## src/design/bcomp_pkg.sv

```systemverilog
// Shared types and constants of the barometer compensation block.
package bcomp_pkg;

  localparam int unsigned CFG_INDEX_W = 3;
  localparam int unsigned CFG_DATA_W  = 48;

  localparam logic [CFG_INDEX_W-1:0] REG_CAL_A_FIRST = 3'd0;
  localparam logic [CFG_INDEX_W-1:0] REG_CAL_A_LAST  = 3'd1;
  localparam logic [CFG_INDEX_W-1:0] REG_CAL_B_PAIR  = 3'd2;
  localparam logic [CFG_INDEX_W-1:0] REG_CAL_M_PAIR  = 3'd3;
  localparam logic [CFG_INDEX_W-1:0] REG_OVERSAMPLE  = 3'd4;

  localparam int unsigned DIV_NUM_W  = 32;
  localparam int unsigned DIV_DEN_W  = 18;
  localparam int unsigned DIV_SIDE_W = 39;

  localparam logic [15:0]        PRESS_SCALE = 16'd50000;
  localparam logic signed [27:0] B6_OFFSET   = 28'sd4000;
  localparam logic signed [14:0] P_LIN_COEF  = -15'sd7357;
  localparam logic [11:0]        P_SQ_COEF   = 12'd3038;
  localparam logic signed [44:0] P_OFFSET    = 45'sd3791;
  localparam logic signed [41:0] X4_OFFSET   = 42'sd32768;

  typedef struct packed {
    logic [15:0] ac1;
    logic [15:0] ac2;
    logic [15:0] ac3;
    logic [15:0] ac4;
    logic [15:0] ac5;
    logic [15:0] ac6;
    logic [15:0] b1;
    logic [15:0] b2;
    logic [15:0] mc;
    logic [15:0] md;
    logic [1:0]  oss;
  } cal_t;

endpackage

```

## src/design/bcomp_cfg_if.sv

```systemverilog
// Configuration write channel.
interface bcomp_cfg_if;
  logic                              valid;
  logic                              ready;
  logic [bcomp_pkg::CFG_INDEX_W-1:0] index;
  logic [bcomp_pkg::CFG_DATA_W-1:0]  data;

  modport source (output valid, index, data, input ready);
  modport sink (input valid, index, data, output ready);
endinterface

```

## src/design/bcomp_cfg.sv

```systemverilog
// Calibration and oversampling registers.
module bcomp_cfg (
  input  logic            clk,
  input  logic            rst,
  bcomp_cfg_if.sink       cfg,
  output bcomp_pkg::cal_t cal
);
  import bcomp_pkg::*;

  assign cfg.ready = 1'b1;

  always_ff @(posedge clk) begin
    if (rst) begin
      cal <= '0;
    end else if (cfg.valid) begin
      case (cfg.index)
        REG_CAL_A_FIRST: begin
          cal.ac1 <= cfg.data[47:32];
          cal.ac2 <= cfg.data[31:16];
          cal.ac3 <= cfg.data[15:0];
        end
        REG_CAL_A_LAST: begin
          cal.ac4 <= cfg.data[47:32];
          cal.ac5 <= cfg.data[31:16];
          cal.ac6 <= cfg.data[15:0];
        end
        REG_CAL_B_PAIR: begin
          cal.b1 <= cfg.data[31:16];
          cal.b2 <= cfg.data[15:0];
        end
        REG_CAL_M_PAIR: begin
          cal.mc <= cfg.data[31:16];
          cal.md <= cfg.data[15:0];
        end
        REG_OVERSAMPLE: begin
          cal.oss <= cfg.data[1:0];
        end
        default: begin
        end
      endcase
    end
  end
endmodule

```

## src/flat_wrapper.sv

```systemverilog
// flat-port wrapper written by rule: the top's interface ports become plain ports
module bcomp_cfg_flat import bcomp_pkg::*;
  (clk, rst, cal, cfg_valid, cfg_index, cfg_data, cfg_ready);
  bcomp_cfg_if cfg_i ();
  input  logic clk;
  input  logic rst;
  output bcomp_pkg::cal_t cal;
  input wire logic [$bits(cfg_i.valid)-1:0] cfg_valid;
  input wire logic [$bits(cfg_i.index)-1:0] cfg_index;
  input wire logic [$bits(cfg_i.data)-1:0] cfg_data;
  output wire logic [$bits(cfg_i.ready)-1:0] cfg_ready;
  assign cfg_i.valid = cfg_valid;
  assign cfg_i.index = cfg_index;
  assign cfg_i.data = cfg_data;
  assign cfg_ready = cfg_i.ready;
  bcomp_cfg u_core (.clk(clk), .rst(rst), .cfg(cfg_i), .cal(cal));
endmodule
```

## config.mk

```make
export PLATFORM = sky130hd
export DESIGN_NAME = bcomp_cfg_flat
export DESIGN_NICKNAME = d
export VERILOG_FILES = /design/src/design/bcomp_pkg.sv /design/src/design/bcomp_cfg_if.sv /design/src/design/bcomp_cfg.sv /design/src/flat_wrapper.sv
export SDC_FILE = /design/constraint.sdc
export NUM_CORES = 1
export LEC_CHECK = 0
export BUFFER_PORTS_ARGS = -buffer_cell sky130_fd_sc_hd__buf_4
export CORE_MARGIN = 3
export CORE_UTILIZATION = 25
export CTS_BUF_LIST = sky130_fd_sc_hd__clkbuf_8
export CTS_CLUSTER_DIAMETER = 120
export CTS_CLUSTER_SIZE = 16
export DETAILED_ROUTE_END_ITERATION = 12
export PLACE_DENSITY = 0.5
export SYNTH_ARGS = -nofsm -noshare
export SYNTH_HDL_FRONTEND = slang
export SYNTH_SLANG_ARGS = --single-unit
```

## constraint.sdc

```tcl
create_clock -name clk -period 1.4 [get_ports clk]
set_input_delay 0.28 -clock clk [delete_from_list [all_inputs] [get_ports clk]]
set_output_delay 0.28 -clock clk [all_outputs]
set_load 0.02 [all_outputs]
```

==> reports/results.txt <==
Status - finished clean
1st-iter DRT viols - 167
Power per standard cell area - 1050 nW/um^2
Initial antenna violation count - 0
Arrival time of data at the critical path endpoint - 0.97 ns
Max-capacitance violation count - 0
Number of buffers and inverters on the critical path - 1
Mapped Avg Cell Area - 11.2 um^2
WL final - 18,200 um
Final period util - 89.2%
RSZ-0062 raised after global routing - no
Most repeated cell in the gate-level netlist after synthesis - sky130_fd_sc_hd__nand2b_1
Final weighted congestion in routability-driven placement - 0.684
Timing-limited maximum frequency - 0.801 GHz
Startpoint of the most critical register-to-register path - u_core.cal[144]
Post-synth top area cell - sky130_fd_sc_hd__dfxtp_1
Maximum number of pins on one net before global-route repair - 50
Worst-path maximum fanout - 2
First-pass GRT wire length - 28,600 um
Crit path from - u_core.cal[35]
Setup-failing EPs final - 0
Category of the most critical setup path - reg -> out
Count of buffers from port buffering - 215
Remaining DRCs - 0
Portion of synthesized cell area occupied by the leading cell type - 49.8%
Clock sink count - 162
Total leakage power - 4.39 nW
Total GRT Usage - 12.8%
Via density per instance - 4.09
Die area - 28,000 um^2
Adder-cell share of the synthesized area - 0%
Die height - 167 um
Final Cell Area - 9100 um^2
Mux share of post-synthesis cell area - 24.9%
IO Pins - 217
Net total in the final layout - 856
TritonCTS clock tree - yes
Cell with the largest stage delay on the worst path - sky130_fd_sc_hd__dfxtp_1
CTS buffer count - 17
Post-CTS Setup Bufs - 0
Count of final max-slew check failures - 0
Clock-pin slew reported for the worst setup and hold paths after clock tree synthesis - 0.09 ns
Main combinational cell family by area after synthesis - multiplexers
Main area contributors after synthesis - sky130_fd_sc_hd__dfxtp_1, sky130_fd_sc_hd__mux2i_1, sky130_fd_sc_hd__nand2b_1
First-pass iteration count of the detailed router - 4
Floorplan row count - 58
Hold_buf cts - 0
Post-detailed-route count of antenna-violating nets - 0
Launch instance of the worst min-delay path - cfg_data[46]
Post-synthesis compound-gate area fraction - 0%
Diode count - 0
Sequence of cells on the critical path - buf_4
Initial Util - 25.6%
Kind of path behind the tightest hold check - in -> reg
Cell area after synthesis - 6510 um^2
Async SR Flop Fraction - 0%
Number of global-route vias before repair - 4,877
Skew-Pair Late Insertion Delay - 0.43 ns
Worst setup EP type - output pin
Simple-gate share of the synthesized area - 21.4%
Min cycle time layout - 1.25 ns
Average wire length per cell after detail routing - 15.9 um
Remaining global-route overflow - 0
Flip-flop and latch count after synthesis - 162
Area added between synthesis and finish - 39.8%
Total number of yosys warnings - 0
Type of element launching the critical path - flip-flop
Final total negative setup slack - 0 ns
Core area - 25,400 um^2
Top delay family on crit path - flip-flops
Number of gates resized after CTS - 0
Root buffer selected by CTS - sky130_fd_sc_hd__clkbuf_8
Synthesized-area fraction occupied by xor and xnor cells - 0%
Largest reg by FF count - u_core.cal
Mapped Nets - 638
EDFF count, synth - 0
Cells after synthesis - 584
Post-synth top cells - sky130_fd_sc_hd__nand2b_1, sky130_fd_sc_hd__dfxtp_1, sky130_fd_sc_hd__mux2i_1
Slowest cell delay on critical path - 0.38 ns
Registers with the most flip-flops - u_core.cal (162)
Layout cells sized above 1 - 33.9%
Die X-Extent - 167 um
Part of the Yosys area used for sequential elements - 49.8%
Final Hold Viols - 0
Final HPWL from detailed placement - 13,000 um
Largest buffer count on any clock path - 2
Unique cell type count in the Yosys netlist - 15
WP data required - 1.12 ns
Maximum level of the CTS H-tree - 4
Power Total - 9.52 mW
Flip-flop count of the largest register after layout - 162
Total vias in the final route - 4,680
Post-placement cell area - 8680 um^2
Final Skew - 0 ns
Maximum vdd ir drop - 0.547 mV
Leading register cell type out of synthesis - sky130_fd_sc_hd__dfxtp_1
cell type report:
cell class	count	area [um^2]
Clock buffer	17	234
Timing Repair Buffer	241	1970
Tap cell	330	413
Clock inverter	13	185
Fill cell	2594	16300
Sequential cell	162	3240
Multi-Input combinational cell	380	3060
stage by stage:
step	std cells	utilization [%]	hold slack, ns	setup slack, ns
3_5_place_dp	1113	34.2	0.463	-0.0603
3_3_place_gp	1113	34.2	0.459	-0.0551
5_1_grt	1143	35.8	0.0858	0.0437
4_1_cts	1143	35.8	0.0746	0.0876
2_1_floorplan	584	-	0.456	0.0614
6_report	1143	35.8	0.120	0.151
where the power goes:
part | internal [mW] | switching, mW
clock | 1.94 | 1.85
combinational | 0.489 | 0.480
sequential | 4.71 | 0.0579
total | 7.13 | 2.39
kinds of logic after synthesis:
family	after synthesis
buffers and inverters	42
flip-flops	162
multiplexers	162
other	1
AND/OR/NAND/NOR	217
per-layer routing:
layer | share of wire (%) | vias up | track usage (%)
met1 | 47 | 2186 | 16.8
met4 | 0.80 | 0 | 2.85
met5 | 0 | - | 0
met2 | 45 | 135 | 19.9
met3 | 7.5 | 9 | 5.17
li1 | - | 2350 | -
final timing paths:
check                          to  slack (ns)  cells past startpoint
setup reg to reg  u_core.cal[144]        0.78                      2
hold reg to reg     u_core.cal[1]        0.48                      2
setup / recovery          cal[35]        0.15                      1
hold / removal    u_core.cal[160]        0.12                      3
cell usage in the layout, fill, tap and decap left out:
cell	Yosys	final
sky130_fd_sc_hd__dfxtp_1	162	162
sky130_fd_sc_hd__nand4bb_4	0	2
sky130_fd_sc_hd__inv_1	0	1
sky130_fd_sc_hd__bufinv_16	0	4
sky130_fd_sc_hd__or4b_4	0	1
sky130_fd_sc_hd__and4bb_2	1	1
sky130_fd_sc_hd__conb_1	1	1
sky130_fd_sc_hd__clkbuf_8	0	17
sky130_fd_sc_hd__nor4bb_1	1	1
sky130_fd_sc_hd__buf_12	4	13
sky130_fd_sc_hd__clkinv_4	0	2
sky130_fd_sc_hd__and4b_2	0	1
sky130_fd_sc_hd__nor4b_2	1	1
sky130_fd_sc_hd__buf_4	2	228
sky130_fd_sc_hd__clkinv_2	0	2
sky130_fd_sc_hd__mux2i_1	162	162
sky130_fd_sc_hd__inv_6	0	3
sky130_fd_sc_hd__nand2b_1	210	210
sky130_fd_sc_hd__clkinvlp_4	0	1
(Power assumes the default switching activity.)
