--- config.mk ---
export PLATFORM = sky130hd
export DESIGN_NAME = bcomp_div
export DESIGN_NICKNAME = d
export VERILOG_FILES = /design/src/design/bcomp_pkg.sv /design/src/design/bcomp_div.sv
export SDC_FILE = /design/constraint.sdc
export NUM_CORES = 2
export LEC_CHECK = 0
export ABC_AREA = 0
export BUFFER_PORTS_ARGS = -buffer_cell sky130_fd_sc_hd__buf_2
export CELL_PAD_IN_SITES_DETAIL_PLACEMENT = 1
export CELL_PAD_IN_SITES_GLOBAL_PLACEMENT = 1
export CORE_MARGIN = 2
export CORE_UTILIZATION = 30
export DETAILED_ROUTE_END_ITERATION = 10
export GPL_ROUTABILITY_DRIVEN = 0
export HOLD_SLACK_MARGIN = 0.05
export PLACE_DENSITY = 0.57
export SLEW_MARGIN = 20
export SYNTH_ARGS = -nofsm -noshare
export SYNTH_HDL_FRONTEND = slang
export SYNTH_SLANG_ARGS = --single-unit
export TNS_END_PERCENT = 50
--- constraint.sdc ---
create_clock -name clk -period 6 [get_ports clk]
set_clock_uncertainty 0.1 [all_clocks]
set_input_delay 0.3 -clock clk [delete_from_list [all_inputs] [get_ports clk]]
set_output_delay 0.3 -clock clk [all_outputs]
set_load 0.05 [all_outputs]
--- src/design/bcomp_pkg.sv ---
// Shared types and constants of the barometer compensation block.
package bcomp_pkg;

  localparam int unsigned CFG_INDEX_W = 3;
  localparam int unsigned CFG_DATA_W  = 48;

  localparam logic [CFG_INDEX_W-1:0] REG_CAL_A_FIRST = 3'd0;
  localparam logic [CFG_INDEX_W-1:0] REG_CAL_A_LAST  = 3'd1;
  localparam logic [CFG_INDEX_W-1:0] REG_CAL_B_PAIR  = 3'd2;
  localparam logic [CFG_INDEX_W-1:0] REG_CAL_M_PAIR  = 3'd3;
  localparam logic [CFG_INDEX_W-1:0] REG_OVERSAMPLE  = 3'd4;

  localparam int unsigned DIV_NUM_W  = 32;
  localparam int unsigned DIV_DEN_W  = 18;
  localparam int unsigned DIV_SIDE_W = 39;

  localparam logic [15:0]        PRESS_SCALE = 16'd50000;
  localparam logic signed [27:0] B6_OFFSET   = 28'sd4000;
  localparam logic signed [14:0] P_LIN_COEF  = -15'sd7357;
  localparam logic [11:0]        P_SQ_COEF   = 12'd3038;
  localparam logic signed [44:0] P_OFFSET    = 45'sd3791;
  localparam logic signed [41:0] X4_OFFSET   = 42'sd32768;

  typedef struct packed {
    logic [15:0] ac1;
    logic [15:0] ac2;
    logic [15:0] ac3;
    logic [15:0] ac4;
    logic [15:0] ac5;
    logic [15:0] ac6;
    logic [15:0] b1;
    logic [15:0] b2;
    logic [15:0] mc;
    logic [15:0] md;
    logic [1:0]  oss;
  } cal_t;

endpackage

--- src/design/bcomp_div.sv ---
// Pipelined unsigned restoring divider, one quotient bit per stage, with sideband.
module bcomp_div (
  input  logic                             clk,
  input  logic                             rst,
  input  logic                             en,
  input  logic                             in_valid,
  input  logic [bcomp_pkg::DIV_NUM_W-1:0]  in_num,
  input  logic [bcomp_pkg::DIV_DEN_W-1:0]  in_den,
  input  logic [bcomp_pkg::DIV_SIDE_W-1:0] in_side,
  output logic                             out_valid,
  output logic [bcomp_pkg::DIV_NUM_W-1:0]  out_quot,
  output logic [bcomp_pkg::DIV_SIDE_W-1:0] out_side
);
  import bcomp_pkg::*;

  logic                  vld  [DIV_NUM_W+1];
  logic [DIV_NUM_W-1:0]  num  [DIV_NUM_W+1];
  logic [DIV_DEN_W-1:0]  den  [DIV_NUM_W+1];
  logic [DIV_DEN_W-1:0]  rem  [DIV_NUM_W+1];
  logic [DIV_SIDE_W-1:0] side [DIV_NUM_W+1];

  assign vld[0]  = in_valid;
  assign num[0]  = in_num;
  assign den[0]  = in_den;
  assign rem[0]  = '0;
  assign side[0] = in_side;

  for (genvar k = 0; k < DIV_NUM_W; k++) begin : g_stage
    logic [DIV_DEN_W:0] trial;
    logic [DIV_DEN_W:0] rem_next;
    logic               bit_q;

    always_comb begin
      trial    = {rem[k], num[k][DIV_NUM_W-1]};
      bit_q    = (trial >= {1'b0, den[k]});
      rem_next = bit_q ? (trial - {1'b0, den[k]}) : trial;
    end

    always_ff @(posedge clk) begin
      if (rst) begin
        vld[k+1] <= 1'b0;
      end else if (en) begin
        vld[k+1] <= vld[k];
      end
    end

    always_ff @(posedge clk) begin
      if (en) begin
        num[k+1]  <= {num[k][DIV_NUM_W-2:0], bit_q};
        rem[k+1]  <= rem_next[DIV_DEN_W-1:0];
        den[k+1]  <= den[k];
        side[k+1] <= side[k];
      end
    end
  end

  assign out_valid = vld[DIV_NUM_W];
  assign out_quot  = num[DIV_NUM_W];
  assign out_side  = side[DIV_NUM_W];
endmodule

==> impl_metrics.env <==
export IMPL_fmax_mhz=258.4
export IMPL_critPathLaunch="den[163]"
export IMPL_path_buf_inv=1
export IMPL_cts_setup_buffers=0
export IMPL_cts_buffers=387
export IMPL_timing_final_crit_share_pct=64.49
export IMPL_clk_pin_slew_ns=0.06
export IMPL_avgViaCountPerCell=4.514
export IMPL_floorplan_initialDensity_pct=30.12
export IMPL_relSlewSlack_pct=29.10
export IMPL_preCtsSetupSlack_ns=2.109
export IMPL_num_rows=248
export IMPL_die_y_um=681.0
export IMPL_syn_area_um2=137500
export IMPL_antenna_found_initial=10
export IMPL_drc=0
export IMPL_clock_latency_ns=0.97
export IMPL_p_total_mw=77.52
export IMPL_synth_seq_cells=3420
export IMPL_crit_chain="inv_1 -> ha_1 -> nor2b_1 -> o31a_1 -> o41a_1 -> a2111oi_2 -> o21bai_1 -> a31oi_4 -> mux2_2"
export IMPL_dpl_cell_count=14800
export IMPL_via_count=70850
export IMPL_tritoncts="yes"
export IMPL_fin_cells=15700
export IMPL_power_frac_clock_pct=30.7
export IMPL_status="complete, no violations"
export IMPL_avgSynthCellArea_um2=15.96
export IMPL_gr_total_overflow=0
export IMPL_worst_setup_path_type="reg -> reg"
export IMPL_critPathTopFamily="compound AO/OA/AOI/OAI gates"
export IMPL_dp_hpwl_um=172900
export IMPL_post_synth_num_cell_types=89
export IMPL_post_drt_wl_per_cell_um=16.71
export IMPL_start_kind="register"
export IMPL_yosysSeqAreaShare_pct=74.46
export IMPL_io_buffers=164
export IMPL_min_path_cells=4
export IMPL_synthTopCellsByArea="edfxtp_1 74%, ha_1 5.1%, mux2_2 2.1%"
export IMPL_crit_required_ns=6.55
export IMPL_drt_pass1_iter_count=5
export IMPL_area_growth_synth_to_final_pct=16.90
export IMPL_num_io_pins=165
export IMPL_grt_max_degree=212
export IMPL_powerDensity_nw_per_um2=482.3
export IMPL_timing_rr_start="den[163]"
export IMPL_critPathMaxStageDelay_ns=0.79
export IMPL_synth_edf_count=3388
export IMPL_cp_endpoint="g_stage[24].trial[2]"
export IMPL_yosysMostFrequentCell="edfxtp_1"
export IMPL_drt_iter0_markers=4085
export IMPL_cts_sinks=3420
export IMPL_critical_path_slowest_cell="a31oi_4"
export IMPL_yosysTopAreaCellShare_pct=73.99
export IMPL_dieArea_um2=463700
export IMPL_final_min_clock_period_ns=3.870
export IMPL_synth_nets=9299
export IMPL_clock_root_buffer="clkbuf_16"
export IMPL_r2r_setup_slack_ns=2.13
export IMPL_leakage_nw=58.69
export IMPL_synthFlopType="edfxtp_1"
export IMPL_finalSetupViolations=0
export IMPL_core_um2=456400
export IMPL_drv_slew=0
export IMPL_ir_drop_mv=0.2512
export IMPL_htreeDepth=5
export IMPL_tns_ns=0
export IMPL_switching_power_mw=23.36
export IMPL_yosys_warnings=0
export IMPL_grt_first_pass_wirelength_um=421000
export IMPL_comb_power_share_pct=27.2
export IMPL_routed_wl_um=262300
export IMPL_maxCapViolCount=0
export IMPL_nNetsFinal=9928
export IMPL_crit_path_end_kind="register"
export IMPL_hold_viol=0
export IMPL_p_sw_share_pct=30.14
export IMPL_drive_gt1_share_pct=11.75
export IMPL_synthTopCellsByCount="3,388 x edfxtp_1, 685 x inv_1, 560 x ha_1, 481 x a21oi_1, 481 x o21ai_0"
export IMPL_p_seq_share_pct=42.1
export IMPL_r2r_cells=9
export IMPL_final_antenna_net_count=0
export IMPL_fp_dieW_um=681.0
export IMPL_power_internal_mw=54.16
export IMPL_syn_inst=8616
export IMPL_worst_path_stages=9
export IMPL_setup_slack_ns=2.130
export IMPL_worstHoldPathType="in -> reg"
export IMPL_ctsResizeCount=0
export IMPL_grt_pass1_vias=76150
export IMPL_reg2reg_to="g_stage[24].trial[2]"
export IMPL_cp_max_fo=32
export IMPL_grt_usage_pct=11.07
export IMPL_cts_buffer_depth=4
export IMPL_yosysTopAreaCell="edfxtp_1"
export IMPL_worst_slew_pin_slew_ns=1.063
export IMPL_ys_async_sr_fraction_pct=0
export IMPL_rsz0062_at_grt="no"
export IMPL_arrival_ns=4.42
-- worst min-delay path: stages --
cell and delay (ns):
dlygate4sd3_1 0.53, buf_2 0.10, inv_1 0.04, mux2i_1 0.12
-- cell families (layout without fill, tap and decap cells) --
family                     count (synthesis)  in the layout  synth area share, %
muxes                                    305            305                2.452
adders and majority gates                590            590                5.533
xor gates and xnor gates                 409            409                2.605
buffers and inverters                    878           1830                2.633
DFF                                     3420           3420                74.46
and+or+nand+nor                         1298           1298                4.425
other                                      0              3                    0
AOI/OAI and AO/OA                       1716           1716                7.892
-- metal layers --
layer  track usage [%]  part of all wire [%]
met5                 0                     0
met1             14.17                    45
met3             1.997                   3.8
met4             3.680                   3.1
met2             18.87                    48
-- cell type report --
cell class	count	area, µm²
clock buffers	452	10010
flip-flops and latches	3420	102400
repair buffers	433	3563
well taps	6125	7664
diodes	3	7.507
fillers	46560	295700
clock inverters	260	2889
multi-input cells	4318	31640
inverters	685	2571
-- timing repair --
item,in CTS,in global routing
hold buffers,182,0
endpoints found under the setup margin,0,0
hold endpoints to repair,367,0
-- worst min path at each step --
stage	start	end
global route	in_num[31]	g_stage[1].trial[1]
global placement	side[817]	side[778]
finish	in_num[31]	g_stage[1].trial[1]
CTS	in_num[31]	g_stage[1].trial[1]
detailed placement	num[218]	num[187]
floorplan	rst	out_valid
-- state kept, by name, summed over array words and instances, names as in the netlist --
| name | flops |
|---|---|
| out_valid | 1 |
| num | 961 |
| out_side | 39 |
| vld | 31 |
| side | 1209 |
| g_stage.trial | 589 |
| den | 558 |
| out_quot | 32 |
-- power by group through the flow --
| stage | Combinational (mW) | Clock [mW] | Sequential (mW) |
|---|---|---|---|
| 2_1_floorplan | 15.7 | 0 | 32.2 |
| 3_5_place_dp | 20.9 | 0 | 33.2 |
| 6_report | 21.1 | 23.8 | 32.6 |
| 3_3_place_gp | 20.0 | 0 | 33.1 |
| 5_1_grt | 23.5 | 25.7 | 33.0 |
| 4_1_cts | 21.2 | 24.9 | 32.7 |
-- cells in the final DEF, fill, tap and decap left out, drive strengths merged, types with 28 or more instances in the layout --
cell and count:
mux2i 51, o31ai 48, nor3 58, clkinv 180, buf 251, fa 30, a211o 28, nand2b 70
a2111oi 32, a21oi 483, dfxtp 32, bufinv 50, o21a 95, ha 560, nor2b 64, o21bai 51
nand3 78, nor2 399, nand2 404, a31oi 34, clkbuf 452, and3 38, o31a 31, a21o 185
edfxtp 3388, nand4 73, inv 695, xnor2 244, mux2 254, a211oi 88, dlygate4sd3 182, o21ai 486
xor2 165
-- stage by stage --
stage,util [%],hold WS [ns],instance area [µm²]
after floorplan,-,0.2724,137500
after global placement,31.97,0.3003,145900
after detailed placement,31.98,0.3052,146000
after global routing,35.21,0.1281,160700
final,35.21,0.1774,160700
after CTS,35.20,0.05165,160700
(Power assumes the default switching activity.)
